File: config.mk
export PLATFORM = sky130hd
export DESIGN_NAME = cna_back
export DESIGN_NICKNAME = d
export VERILOG_FILES = /design/src/hdl/cna_pkg.sv /design/src/hdl/cna_back.sv
export SDC_FILE = /design/constraint.sdc
export NUM_CORES = 1
export LEC_CHECK = 0
export ABC_AREA = 0
export BUFFER_PORTS_ARGS = -buffer_cell sky130_fd_sc_hd__buf_2
export CAP_MARGIN = 30
export CORE_AREA = 10 10 201 203
export DETAILED_ROUTE_END_ITERATION = 6
export DIE_AREA = 0 0 211 213
export PLACE_DENSITY = 0.5
export SKIP_CTS_REPAIR_TIMING = 1
export SLEW_MARGIN = 20
export SYNTH_ARGS = -nofsm -noshare
export SYNTH_HDL_FRONTEND = slang
export SYNTH_SLANG_ARGS = --single-unit
File: constraint.sdc
create_clock -name clk -period 3.85 [get_ports clk]
set_input_delay 0.385 -clock clk [delete_from_list [all_inputs] [get_ports clk]]
set_output_delay 0.385 -clock clk [all_outputs]
set_load 0.02 [all_outputs]
File: src/hdl/cna_pkg.sv
`default_nettype none
package cna_pkg;

  localparam int FRAC_BITS_DEF = 16;
  localparam int QBITS = 33;

  localparam logic [2:0] KIND_ADD  = 3'd0;
  localparam logic [2:0] KIND_SUB  = 3'd1;
  localparam logic [2:0] KIND_MUL  = 3'd2;
  localparam logic [2:0] KIND_DIV  = 3'd3;
  localparam logic [2:0] KIND_CONJ = 3'd4;
  localparam logic [2:0] KIND_MOD  = 3'd5;
  localparam logic [2:0] KIND_EQ   = 3'd6;

  localparam logic [1:0] FAULT_OK   = 2'd0;
  localparam logic [1:0] FAULT_DIV0 = 2'd1;
  localparam logic [1:0] FAULT_SAT  = 2'd2;

  typedef struct packed {
    logic [2:0]         kind;
    logic signed [31:0] a_real;
    logic signed [31:0] a_imag;
    logic signed [31:0] b_real;
    logic signed [31:0] b_imag;
  } op_word_t;

  typedef struct packed {
    logic signed [31:0] result_real;
    logic signed [31:0] result_imag;
    logic               is_equal;
    logic [1:0]         fault;
  } res_word_t;

  typedef struct packed {
    logic [2:0]         kind;
    logic signed [31:0] res_re;
    logic signed [31:0] res_im;
    logic               is_eq;
    logic [1:0]         fault;
    logic               den_zero;
    logic               neg_re;
    logic               neg_im;
    logic               ovf_re;
    logic               ovf_im;
    logic [63:0]        mag_re;
    logic [63:0]        mag_im;
    logic [63:0]        den;
    logic [63:0]        rem_re;
    logic [63:0]        rem_im;
    logic [QBITS-1:0]   q_re;
    logic [QBITS-1:0]   q_im;
  } step_t;

endpackage
`default_nettype wire

File: src/hdl/cna_back.sv
`default_nettype none
module cna_back import cna_pkg::*; (
  input  wire logic  clk,
  input  wire logic  rst,
  input  wire logic  up_valid,
  output logic       up_ready,
  input  wire step_t up,
  output logic       dn_valid,
  input  wire logic  dn_ready,
  output res_word_t  dn
);

  function automatic logic [32:0] div_sat(input logic neg, input logic ovf,
                                          input logic [QBITS-1:0] q);
    if (!neg) begin
      if (ovf || q > 33'h0_7FFF_FFFF) return {1'b1, 32'h7FFF_FFFF};
      return {1'b0, q[31:0]};
    end
    if (ovf || q > 33'h0_8000_0000) return {1'b1, 32'h8000_0000};
    return {1'b0, 32'(~q[31:0] + 32'd1)};
  endfunction

  res_word_t   nxt;
  logic [32:0] d_re, d_im;

  assign d_re = div_sat(up.neg_re, up.ovf_re, up.q_re);
  assign d_im = div_sat(up.neg_im, up.ovf_im, up.q_im);

  always_comb begin
    nxt.result_real = up.res_re;
    nxt.result_imag = up.res_im;
    nxt.is_equal = up.is_eq;
    nxt.fault = up.fault;
    case (up.kind)
      KIND_DIV: begin
        if (up.den_zero) begin
          nxt.result_real = '0;
          nxt.result_imag = '0;
          nxt.fault = FAULT_DIV0;
        end else begin
          nxt.result_real = d_re[31:0];
          nxt.result_imag = d_im[31:0];
          nxt.fault = (d_re[32] || d_im[32]) ? FAULT_SAT : FAULT_OK;
        end
      end
      KIND_MOD: begin
        nxt.result_imag = '0;
        if (up.q_re[31]) begin
          nxt.result_real = 32'h7FFF_FFFF;
          nxt.fault = FAULT_SAT;
        end else begin
          nxt.result_real = up.q_re[31:0];
          nxt.fault = FAULT_OK;
        end
      end
      default: begin
      end
    endcase
  end

  assign up_ready = !dn_valid || dn_ready;

  always_ff @(posedge clk) begin
    if (rst) begin
      dn_valid <= 1'b0;
    end else if (up_ready) begin
      dn_valid <= up_valid;
    end
  end

  always_ff @(posedge clk) begin
    if (up_ready && up_valid) begin
      dn <= nxt;
    end
  end

endmodule
`default_nettype wire

==> flow_metrics.env <==
export IMPL_finalSetupViolations=0
export IMPL_async_flop_share=0
export IMPL_die_area_sq_um=44900
export IMPL_fin_crit_ps=2950
export IMPL_drc_errors=0
export IMPL_clock_path_buffers=2
export IMPL_fp_dieW_um=211
export IMPL_grt_use_total=0.117
export IMPL_synth_edff_count=67
export IMPL_ys_ff_latch=68
export IMPL_netSwitchingFraction=0.313
export IMPL_clock_fmax_mhz=339
export IMPL_syn_avg_cell_area_sq_um=8.56
export IMPL_synth_fa_ha_area_frac=0.00981
export IMPL_avgViaCountPerCell=4.52
export IMPL_synth_top_family_by_area="simple AND/OR/NAND/NOR gates"
export IMPL_fin_tns_setup_ps=0
export IMPL_cts_sinks=68
export IMPL_path_max_fanout=19
export IMPL_routed_via_count=5781
export IMPL_core_sq_um=36300
export IMPL_p_seq_frac=0.393
export IMPL_worstSetupEndpoint="dn[33]"
export IMPL_gp_congestion=0.831
export IMPL_yosys_area_share_xor_xnor=0.0378
export IMPL_hp_start="rst"
export IMPL_synth_fp_nets=1065
export IMPL_leakagePower_nw=2.63
export IMPL_root_buffer="clkbuf_16"
export IMPL_rsz0062_at_grt="false"
export IMPL_htree_num_levels=3
export IMPL_status="finished, final reports clean"
export IMPL_syn_cell_area_sq_um=5100
export IMPL_fin_nets=1255
export IMPL_area_delta_synth_final_pct=37.3
export IMPL_p_per_area_nw_per_um2=327
export IMPL_ioPinCount=534
export IMPL_firstDrtPassIters=6
export IMPL_drive_above_1_share=0.317
export IMPL_yosysWarnings=0
export IMPL_switching_power_mw=0.718
export IMPL_start_util=0.141
export IMPL_yosys_area_share_simple=0.261
export IMPL_ant_nets=0
export IMPL_r2r_end="dn[39]"
export IMPL_die_h_um=213
export IMPL_skew_ps=9.30
export IMPL_grt_pass1_vias=5513
export IMPL_cts_tree="yes"
export IMPL_fp_row_count=70
export IMPL_intPower_mw=1.57
export IMPL_yosysSeqAreaShare=0.398
export IMPL_peakVddDrop_v=0.000197
export IMPL_max_cap_viol_count=0
export IMPL_drt_iter0_drc=421
export IMPL_hpwl_mm=21.8
export IMPL_fin_util=0.193
export IMPL_antenna_found_initial=47
export IMPL_clkPwrFrac=0.374
export IMPL_drv_slew=0
export IMPL_io_buffers=213
export IMPL_clk_pin_slew_ps=60
export IMPL_reg2reg_depth=3
export IMPL_power_frac_comb=0.233
export IMPL_ys_types=60
export IMPL_cp_end_kind="flop"
export IMPL_max_slew_margin=0.403
export IMPL_cp_data_arrival_time_ps=3150
export IMPL_synth_ff_type="edfxtp_1"
export IMPL_rr_startpoint="dn_valid"
export IMPL_synth_compound_area_frac=0.253
export IMPL_wl_per_cell_um=21.5
export IMPL_insertion_delay_ps=360
export IMPL_hp_class="primary input to flop"
export IMPL_criticalPathCategory="primary input to flop"
export IMPL_cts_buffers=9
export IMPL_required_ps=4050
export IMPL_syn_inst=596
export IMPL_synthMuxAreaShare=0
export IMPL_finalHoldViolations=0
export IMPL_timing_final_crit_share=0.766
export IMPL_drt_total_wl_mm=27.5
export IMPL_grt_first_pass_wirelength_mm=38.3
export IMPL_r2r_setup_slack_ps=2250
export IMPL_grt_max_degree=68
export IMPL_start_kind="primary input"
export IMPL_tightest_slew_ps=892
export IMPL_overflow=0
export IMPL_worstSetupStartpoint="up[5]"
-- power groups by stage --
stage          clock, mW  sequential [mW]  combinational (mW)
6_report           0.857            0.901               0.535
5_1_grt            0.917            0.906               0.589
4_1_cts            0.886            0.903               0.538
3_5_place_dp           0            0.918               0.536
3_3_place_gp           0            0.917               0.531
2_1_floorplan          0            0.995               0.199
-- flip-flops by register name, indices dropped and copies added (netlist names) --
signal    flops
dn           67
dn_valid      1
-- worst min-delay path by stage --
stage / to / slack, ps / cells after the start
2_1_floorplan: dn_valid / 450 / 1
3_3_place_gp: dn_valid / 540 / 2
3_5_place_dp: dn_valid / 550 / 2
4_1_cts: dn_valid / 170 / 2
5_1_grt: dn_valid / 170 / 2
6_report: dn_valid / 190 / 2
-- cell families (layout without fill, tap and decap cells) --
group	count (synthesis)	count (layout)
buf+inv	52	247
fa+ha+maj	4	4
xor+xnor	22	22
flops	68	68
compound gates	194	194
other cells	0	21
simple gates	256	256
-- stage by stage --
stage                     hold WS, ps  setup WS (ps)  instances  total power, mW  instance area, sq um
after floorplan                   454           1070        596             1.19                  5100
after global placement            542            542       1242             1.45                  6660
after detailed placement          549            497       1242             1.45                  6660
after CTS                         170            852       1258             2.33                  6940
after global routing              174            785       1273             2.41                  6990
final                             186            899       1280             2.29                  7010
-- cell type report --
type	instances	area (sq um)
Multi-Input combinational cell	476	2870
Fill cell	4105	29300
Clock buffer	13	240
Antenna cell	21	52.6
Timing Repair Buffer	224	1160
Sequential cell	68	2030
Clock inverter	3	40.0
Inverter	7	26.3
Tap cell	468	586
-- critical path: stages --
cell and delay (ps):
buf_2 120, or4_4 560, or4_1 620, nor4b_4 420, a31oi_1 260, nor2_4 480, a32o_1 310
-- layout by cell type (no fill, tap or decap), types with 3 or more instances in the layout --
cell type,netlist,final
a21oi_1,48,48
a221o_1,3,3
a22o_1,16,16
a311o_1,5,5
a31oi_1,5,5
a32o_1,6,6
and3_1,4,4
and3b_1,3,3
buf_2,1,213
buf_4,1,10
clkbuf_1,41,4
clkbuf_16,0,9
diode_2,0,21
edfxtp_1,67,67
ha_1,4,4
inv_1,7,7
nand2_1,94,93
nand2b_1,5,5
nand3_1,25,25
nand3b_1,4,4
nand4_1,18,18
nor2_1,26,25
nor3_1,16,16
nor4_1,17,17
o211ai_1,16,16
o21a_1,10,10
o21ai_0,44,44
o22ai_1,8,8
o31ai_1,15,15
or2_2,3,3
or3_1,15,15
or4_1,9,9
xnor2_1,8,8
xor2_1,14,14
-- layer usage --
metal,share of wire,global-route usage
met1,0.42,0.139
met2,0.41,0.163
met3,0.13,0.0761
met4,0.032,0.0492
met5,0.011,0
-- Yosys cell counts (9+ instances only) --
cell type   n  share of area
a21oi_1    48          0.047
a22o_1     16          0.027
clkbuf_1   41          0.030
edfxtp_1   67           0.39
nand2_1    94          0.069
nand3_1    25          0.025
nand4_1    18          0.022
nor2_1     26          0.019
nor3_1     16          0.016
nor4_1     17          0.021
o211ai_1   16          0.024
o21a_1     10          0.015
o21ai_0    44          0.043
o31ai_1    15          0.022
or3_1      15          0.018
or4_1       9          0.013
xor2_1     14          0.024
Note: power is estimated with default switching activity, not from simulation.
