`src/hdl/cna_pkg.sv`:
```
`default_nettype none
package cna_pkg;

  localparam int FRAC_BITS_DEF = 16;
  localparam int QBITS = 33;

  localparam logic [2:0] KIND_ADD  = 3'd0;
  localparam logic [2:0] KIND_SUB  = 3'd1;
  localparam logic [2:0] KIND_MUL  = 3'd2;
  localparam logic [2:0] KIND_DIV  = 3'd3;
  localparam logic [2:0] KIND_CONJ = 3'd4;
  localparam logic [2:0] KIND_MOD  = 3'd5;
  localparam logic [2:0] KIND_EQ   = 3'd6;

  localparam logic [1:0] FAULT_OK   = 2'd0;
  localparam logic [1:0] FAULT_DIV0 = 2'd1;
  localparam logic [1:0] FAULT_SAT  = 2'd2;

  typedef struct packed {
    logic [2:0]         kind;
    logic signed [31:0] a_real;
    logic signed [31:0] a_imag;
    logic signed [31:0] b_real;
    logic signed [31:0] b_imag;
  } op_word_t;

  typedef struct packed {
    logic signed [31:0] result_real;
    logic signed [31:0] result_imag;
    logic               is_equal;
    logic [1:0]         fault;
  } res_word_t;

  typedef struct packed {
    logic [2:0]         kind;
    logic signed [31:0] res_re;
    logic signed [31:0] res_im;
    logic               is_eq;
    logic [1:0]         fault;
    logic               den_zero;
    logic               neg_re;
    logic               neg_im;
    logic               ovf_re;
    logic               ovf_im;
    logic [63:0]        mag_re;
    logic [63:0]        mag_im;
    logic [63:0]        den;
    logic [63:0]        rem_re;
    logic [63:0]        rem_im;
    logic [QBITS-1:0]   q_re;
    logic [QBITS-1:0]   q_im;
  } step_t;

endpackage
`default_nettype wire

```
`src/hdl/cna_step.sv`:
```
`default_nettype none
module cna_step import cna_pkg::*; #(
  parameter int FRAC_BITS = FRAC_BITS_DEF,
  parameter int BIT = 0
) (
  input  wire logic  clk,
  input  wire logic  rst,
  input  wire logic  up_valid,
  output logic       up_ready,
  input  wire step_t up,
  output logic       dn_valid,
  input  wire logic  dn_ready,
  output step_t      dn
);

  localparam bit HAS_N = (BIT >= FRAC_BITS);
  localparam int NIDX = HAS_N ? BIT - FRAC_BITS : 0;
  localparam bit HAS_SQ = (BIT >= 1);
  localparam int SJ = HAS_SQ ? BIT - 1 : 0;

  step_t       nxt;
  logic        nb_re, nb_im;
  logic [64:0] t_re, t_im, dd;
  logic [35:0] st, trial;

  assign nb_re = HAS_N ? up.mag_re[NIDX] : 1'b0;
  assign nb_im = HAS_N ? up.mag_im[NIDX] : 1'b0;
  assign t_re = {up.rem_re, nb_re};
  assign t_im = {up.rem_im, nb_im};
  assign dd = {1'b0, up.den};
  assign st = {up.rem_re[33:0], up.den[2*SJ+1 -: 2]};
  assign trial = {2'b00, up.q_re[31:0], 2'b01};

  always_comb begin
    nxt = up;
    if (up.kind == KIND_DIV) begin
      if (t_re >= dd) begin
        nxt.rem_re = 64'(t_re - dd);
        nxt.q_re = {up.q_re[QBITS-2:0], 1'b1};
      end else begin
        nxt.rem_re = t_re[63:0];
        nxt.q_re = {up.q_re[QBITS-2:0], 1'b0};
      end
      if (t_im >= dd) begin
        nxt.rem_im = 64'(t_im - dd);
        nxt.q_im = {up.q_im[QBITS-2:0], 1'b1};
      end else begin
        nxt.rem_im = t_im[63:0];
        nxt.q_im = {up.q_im[QBITS-2:0], 1'b0};
      end
    end else if (up.kind == KIND_MOD && HAS_SQ) begin
      if (st >= trial) begin
        nxt.rem_re = {28'd0, st - trial};
        nxt.q_re = {up.q_re[QBITS-2:0], 1'b1};
      end else begin
        nxt.rem_re = {28'd0, st};
        nxt.q_re = {up.q_re[QBITS-2:0], 1'b0};
      end
    end
  end

  assign up_ready = !dn_valid || dn_ready;

  always_ff @(posedge clk) begin
    if (rst) begin
      dn_valid <= 1'b0;
    end else if (up_ready) begin
      dn_valid <= up_valid;
    end
  end

  always_ff @(posedge clk) begin
    if (up_ready && up_valid) begin
      dn <= nxt;
    end
  end

endmodule
`default_nettype wire

```
`config.mk`:
```
export PLATFORM = sky130hd
export DESIGN_NAME = cna_step
export DESIGN_NICKNAME = d
export VERILOG_FILES = /design/src/hdl/cna_pkg.sv /design/src/hdl/cna_step.sv
export SDC_FILE = /design/constraint.sdc
export NUM_CORES = 1
export LEC_CHECK = 0
export ABC_AREA = 1
export CAP_MARGIN = 20
export CORE_AREA = 2 2 364 366
export DETAILED_ROUTE_END_ITERATION = 10
export DIE_AREA = 0 0 366 368
export DONT_BUFFER_PORTS = 1
export PLACE_DENSITY_LB_ADDON = 0.08
export SLEW_MARGIN = 5
export SYNTH_ARGS = -nofsm -noshare
export SYNTH_HDL_FRONTEND = slang
export SYNTH_SLANG_ARGS = --single-unit
```
`constraint.sdc`:
```
create_clock -name clk -period 24.4 [get_ports clk]
set_input_delay 1.22 -clock clk [delete_from_list [all_inputs] [get_ports clk]]
set_output_delay 1.22 -clock clk [all_outputs]
set_load 0.01 [all_outputs]
```
==> summary.txt, run 1 <==
boundary pin count -> 928
detailed-route via count -> 25100
switching part of the total -> 0.321
post-synth cell types -> 40
Logic pwr share -> 0.187
clock sinks -> 462
Die Area -> 135000 sq um
slew margin rel. -> 0.345
Worst Hold Depth -> 1
endpoints failing setup -> 0
Yosys top cell by area -> edfxtp_1
R2R cell count -> 4
DRC -> 0
post-synthesis sequential area ratio -> 0.470
Top cell by count, worst path -> nand2_1
Starting Density -> 0.225
post-route minimum period -> 4780 ps
Layout area overhead -> 13.2%
GRT Total Usage -> 0.222
Worst setup SP type -> input port
ratio of cells with drive above 1 in the final layout -> 0.0448
Critical Path Max Stage Delay -> 670 ps
Internal Power -> 1.55 mW
critical path depth -> 17
largest net degree at the start of global routing -> 88
top post-synthesis cells by area -> edfxtp_1, nand2_1, inv_1
RePlAce Congestion -> 0.903
Async S/R FF share, synth -> 0
leakage -> 15.7 nW
drt pass-1 iters -> 5
Cells after Synth -> 3882
hold crit path type -> input port to flip-flop
setup TNS -> 0 ps
maxcap violations -> 0
Arr. time, crit path -> 5210 ps
first-pass GRT wire length -> 209 mm
synthesized area per cell -> 7.59 sq um
unrepaired setup endpoints after global routing -> no
post-route ant nets -> 0
chip height -> 368 um
Final Hold Fails -> 0
wire per inst -> 27.3 um
IR drop worst, VDD -> 0.0507 mV
PnR Total Power -> 2.29 mW
Root Buffer -> clkbuf_16
Worst Setup End Kind -> flip-flop
Fmax -> 209 MHz
share of the synthesized area in the top cell type -> 0.470
period utilisation layout -> 0.196
Final Max Slew Viols -> 0
initial antenna violation count -> 59
CTS Buf Count -> 57
critical setup path kind -> input port to flip-flop
PortBufs -> 0
Synth warnings -> 0
syn_nets -> 4477
NumNets Final -> 4480
Clk network pwr share -> 0.375
H-tree depth -> 2
CP Buf/Inv Count -> 4
WL final -> 156 mm
Clk pin slew, worst setup/hold paths -> 60 ps
Sw Pwr -> 0.736 mW
critical-path cell list -> inv_1 > ha_1 > nand2_1 > inv_1 > a21oi_1 > inv_1 > nand2_1 > nand2_1 > a21oi_1 > nand2_1 > nor2_4 > buf_4 > nand2_4 > nand2_2 > nand2_1 > nand2_1 > nand2_1
TritonCTS clock tree -> yes
most common cell in the netlist -> nand2_1
status -> complete, no violations
grt ovf -> 0
Power Dens Cells -> 68.6 nW/um^2
detailed router's first-iteration violation count -> 1623
Seq pwr share -> 0.438
clock buffer depth -> 3
DP Wirelength -> 132 mm
Commonest cells post-synth -> nand2_1, inv_1, edfxtp_1, nor2_1, nand3_1
number of synthesized flops with an enable pin -> 461
num rows -> 133
vias in the first global route -> 25300
cts repair resizes -> 0
ys flop type -> edfxtp_1
routed vias/inst -> 4.40
slowest CP cell -> nand2_2
Post-Syn Area -> 29500 sq um
core box area -> 131000 sq um
Critical Path Fanout Max -> 64
Tightest Pin Transition -> 982 ps
Seq cells post-synth -> 462
skew final -> 49.4 ps
Setup Fix Bufs, Post-CTS -> 0
WP data required -> 24830 ps
worst skew pair latency -> 680 ps
Post-CTS Hold Buffers -> 0
DIE WIDTH -> 366 um
family with the most delay on the worst path -> simple AND/OR/NAND/NOR gates
[worst reg2reg max path: stages, from the launching register on]
cell and delay (ps):
dfxtp_1 380, a21oi_4 170, buf_4 660, buf_4 870
buf_4 760
[layout make-up]
type	instances	area [sq um]
Multi-Input combinational cell	2700	12800
Fill cell	14600	97400
Antenna cell	18	45.0
Sequential cell	462	13900
Clock inverter	39	384
Inverter	649	2440
Tap cell	1755	2200
Clock buffer	66	1480
Timing Repair Buffer	15	113
[per-layer routing]
layer / up-vias / wire [um] / global-route usage
li1: 12300 / - / -
met4: 0 / 3650 / 0.0430
met5: - / 0 / 0
met3: 183 / 8200 / 0.0462
met2: 806 / 82200 / 0.426
met1: 11800 / 61600 / 0.252
[path summary, 6_finish.rpt]
path | startpoint | endpoint | slack [ps]
worst max-delay path | up[246] | dn[171] | 19620
worst min-delay path | rst | dn_valid | 600
worst max register to register | dn_valid | dn[274] | 21110
worst min register to register | dn_valid | dn_valid | 690
[cells by family after synthesis]
kind of cell               after synthesis  synth area share
AOI/OAI and AO/OA                      218            0.0387
xor gates and xnor gates                62            0.0184
adders and majority gates              130            0.0557
buffers and inverters                  720            0.0949
DFF                                    462             0.470
and+or+nand+nor                       2290             0.322
[through the flow]
step / instance area, sq um / hold slack, ps / setup WS (ps) / utilization / std cells
floorplan: 29500 / 590 / 9190 / - / 3882
global placement: 31500 / 697 / 18700 / 0.240 / 5581
detailed placement: 31500 / 695 / 18700 / 0.240 / 5581
CTS: 33300 / 547 / 19430 / 0.255 / 5686
global route: 33300 / 565 / 19270 / 0.255 / 5690
finish: 33400 / 597 / 19620 / 0.255 / 5704
[registers in the layout, summed over array words and instances, names as in the netlist]
| signal | cells |
|---|---|
| dn | 461 |
| dn_valid | 1 |
[power by group through the flow]
stage / clock network [mW] / logic (mW) / registers [mW]
6_report: 0.858 / 0.428 / 1.00
5_1_grt: 0.919 / 0.479 / 1.01
4_1_cts: 0.890 / 0.435 / 1.01
3_5_place_dp: 0 / 0.432 / 1.02
3_3_place_gp: 0 / 0.438 / 1.03
2_1_floorplan: 0 / 0.286 / 1.02
[cell usage in the layout (no fill, tap or decap), types with 18 or more instances in the layout]
cell type / count
nand3_1: 199
inv_2: 29
diode_2: 18
o21ai_0: 66
ha_1: 128
edfxtp_1: 461
a21oi_1: 124
nand3b_1: 85
clkbuf_16: 58
nand2_1: 1694
clkinv_1: 20
inv_1: 616
nor2_1: 219
xnor2_1: 60
(Power assumes the default switching activity.)
==> inputs of run 2 (changes only) <==
--- a/config.mk
+++ b/config.mk
@@ -5,11 +5,11 @@
 export SDC_FILE = /design/constraint.sdc
 export NUM_CORES = 1
 export LEC_CHECK = 0
-export ABC_AREA = 1
+export ABC_AREA = 0
 export CAP_MARGIN = 20
-export CORE_AREA = 2 2 364 366
+export CORE_AREA = 2 2 366 368
 export DETAILED_ROUTE_END_ITERATION = 10
-export DIE_AREA = 0 0 366 368
+export DIE_AREA = 0 0 368 370
 export DONT_BUFFER_PORTS = 1
 export PLACE_DENSITY_LB_ADDON = 0.08
 export SLEW_MARGIN = 5
==> constraint.sdc (replaced) <==
create_clock -name clk -period 4.4 [get_ports clk]
set_input_delay 0.22 -clock clk [delete_from_list [all_inputs] [get_ports clk]]
set_output_delay 0.22 -clock clk [all_outputs]
set_load 0.01 [all_outputs]
==> summary.txt, run 2 <==
synthesized area per cell -> 10.9 sq um
Synth warnings -> 0
CP Buf/Inv Count -> 3
status -> complete, no violations
detailed router's first-iteration violation count -> 1371
flop2flop setup slack -> 2350 ps
routed vias/inst -> 4.41
Layout area overhead -> 40.1%
Hold Path Sink -> dn[71]
Final Hold Fails -> 0
HP Start -> up[70]
GRT Total Usage -> 0.184
Starting Density -> 0.189
post-route minimum period -> 4220 ps
boundary pin count -> 928
clock buffer depth -> 3
WP data required -> 4790 ps
slew margin rel. -> 0.411
share of the synthesized area in the top cell type -> 0.553
Tightest Pin Transition -> 884 ps
Setup Fix Bufs, Post-CTS -> 0
chip height -> 370 um
core box area -> 132000 sq um
WL final -> 131 mm
Area after DPL -> 27600 sq um
critical setup path kind -> input port to flip-flop
largest net degree at the start of global routing -> 122
drt pass-1 iters -> 7
Clk pin slew, worst setup/hold paths -> 60 ps
Worst Setup End Kind -> flip-flop
number of synthesized flops with an enable pin -> 461
skew final -> 13.4 ps
GRT met3 Usage -> 0.0580
Power Dens Cells -> 370 nW/um^2
Commonest cells post-synth -> edfxtp_1, nand2_1, o21ai_0, a21oi_1, ha_1
maxcap violations -> 0
hold crit path type -> input port to flip-flop
initial antenna violation count -> 39
ratio of cells with drive above 1 in the final layout -> 0.0663
Die Area -> 136000 sq um
multi-input combinational cell area -> 10400 sq um
detailed-route via count -> 20800
grt met2 use -> 0.350
Top Usage Layer GRT -> met2
num rows -> 134
fin area -> 35000 sq um
Seq cells post-synth -> 462
endpoints failing setup -> 0
Async S/R FF share, synth -> 0
wire per inst -> 27.9 um
ys flop type -> edfxtp_1
first-pass GRT wire length -> 177 mm
TritonCTS clock tree -> yes
Seq. cell area -> 13900 sq um
Critical Path Max Stage Delay -> 590 ps
worst skew pair latency -> 670 ps
unrepaired setup endpoints after global routing -> no
slowest CP cell -> dlygate4sd3_1
Yosys top cell by area -> edfxtp_1
most common cell in the netlist -> edfxtp_1
grt ovf -> 0
syn_nets -> 2883
DIE WIDTH -> 368 um
Cells after Synth -> 2288
largest registers -> dn x461, dn_valid x1
leading cell type in the layout, fill and taps excluded -> dlygate4sd3_1
fillers -> 14200
Worst setup SP type -> input port
leakage -> 13.8 nW
PortBufs -> 0
Arr. time, crit path -> 4610 ps
period utilisation layout -> 0.959
vias in the first global route -> 21700
PnR Total Power -> 13.0 mW
post-route ant nets -> 0
max FFs per register -> 461
Final Max Slew Viols -> 0
RePlAce Congestion -> 0.858
register with the most flip-flops -> dn
IR drop worst, VDD -> 0.298 mV
top post-synthesis cells by area -> edfxtp_1, nand2_1, ha_1
NumNets Final -> 3472
Post-Syn Area -> 25000 sq um
Worst Hold Depth -> 2
family with the most delay on the worst path -> compound AO/OA/AOI/OAI gates
Critical Path Fanout Max -> 17
H-tree depth -> 2
post-synth cell types -> 80
DRC -> 0
DP Wirelength -> 102 mm
Root Buffer -> clkbuf_16
RR Endpoint -> dn[25]
RR Startpoint -> dn_valid
critical-path cell list -> inv_1 > ha_1 > a21o_1 > o21ai_1 > a21oi_4 > o21bai_4 > a211oi_4 > a41oi_4 > o41ai_4 > a41oi_2 > o21ai_4 > buf_4 > mux2i_1 > o21ai_0 > dlygate4sd3_1
CTS Buf Count -> 58
post-synthesis sequential area ratio -> 0.554
clock sinks -> 462
Fmax -> 237 MHz
R2R cell count -> 3
met1 Usage GRT -> 0.199
commonest cells after routing, fill and taps aside -> dlygate4sd3_1, edfxtp_1, nand2_1
-- run 2: cell count changes in the layout (fill, tap and decap cells not counted), moves of 30 or more --
| cell | change |
|---|---|
| xor2_1 | +35 |
| nand2_1 | -1253 |
| mux2i_1 | +100 |
| nand3_1 | -176 |
| inv_1 | -514 |
| nor2_1 | -132 |
| dlygate4sd3_1 | +554 |
| o21ai_0 | +114 |
| nand4_1 | +30 |
| buf_4 | +48 |
| a21oi_1 | +39 |
| a21o_1 | +58 |
| nand3b_1 | -84 |
-- run 2: kinds of logic after synthesis --
family / synth area share
XOR/XNOR: 0.0410
AND/OR/NAND/NOR: 0.122
multiplexers: 0.0409
AO/OA/AOI/OAI: 0.144
flip-flops: 0.554
buffers and inverters: 0.0332
adder cells (fa/ha/maj): 0.0656
-- run 2: how the worst max path moves through the flow --
stage                   from      end  cells past startpoint
floorplan           dn_valid    dn[0]                      2
finish               up[200]  dn[164]                     15
detailed placement   up[196]  dn[189]                     13
CTS                   up[66]  dn[102]                     16
global placement     up[196]  dn[189]                     13
global route         up[200]  dn[164]                     15
-- run 2: final cells by class --
| type | count | area share |
|---|---|---|
| inverters | 103 | 0.0110 |
| well taps | 1768 | 0.0631 |
| repair buffers | 630 | 0.179 |
| diodes | 15 | 0.00107 |
| clock inverters | 38 | 0.0109 |
| flip-flops and latches | 462 | 0.396 |
| clock buffers | 71 | 0.0434 |
| multi-input cells | 1622 | 0.296 |
-- run 2: stage by stage --
| step | hold slack, ps | worst slack [ps] | util | setup TNS (ps) | instances |
|---|---|---|---|---|---|
| floorplan | 289 | 227 | - | 0 | 2288 |
| global placement | 291 | -160 | 0.208 | -349 | 4031 |
| detailed placement | 297 | -115 | 0.208 | -236 | 4031 |
| CTS | 1.29 | 113 | 0.264 | 0 | 4694 |
| global route | 44.1 | 43.4 | 0.264 | 0 | 4700 |
| finish | 8.69 | 182 | 0.265 | 0 | 4709 |
-- run 2: layer usage --
metal | wire length (um) | up-vias
li1 | - | 9589
met2 | 69600 | 838
met5 | 0 | -
met3 | 10200 | 155
met4 | 2360 | 0
met1 | 49100 | 10200
-- run 2: power by group --
group          internal (mW)  switching [mW]  total [mW]  leakage [nW]
clock                   2.76            2.08        4.85         0.907
combinational           1.11            1.45        2.56          8.41
sequential              5.22           0.335        5.56          4.48
-- run 2: timing repair --
action	in CTS	in global routing
endpoints found under the hold margin	479	0
hold buffers	554	0
endpoints found under the setup margin	0	1
gates resized for setup	0	1
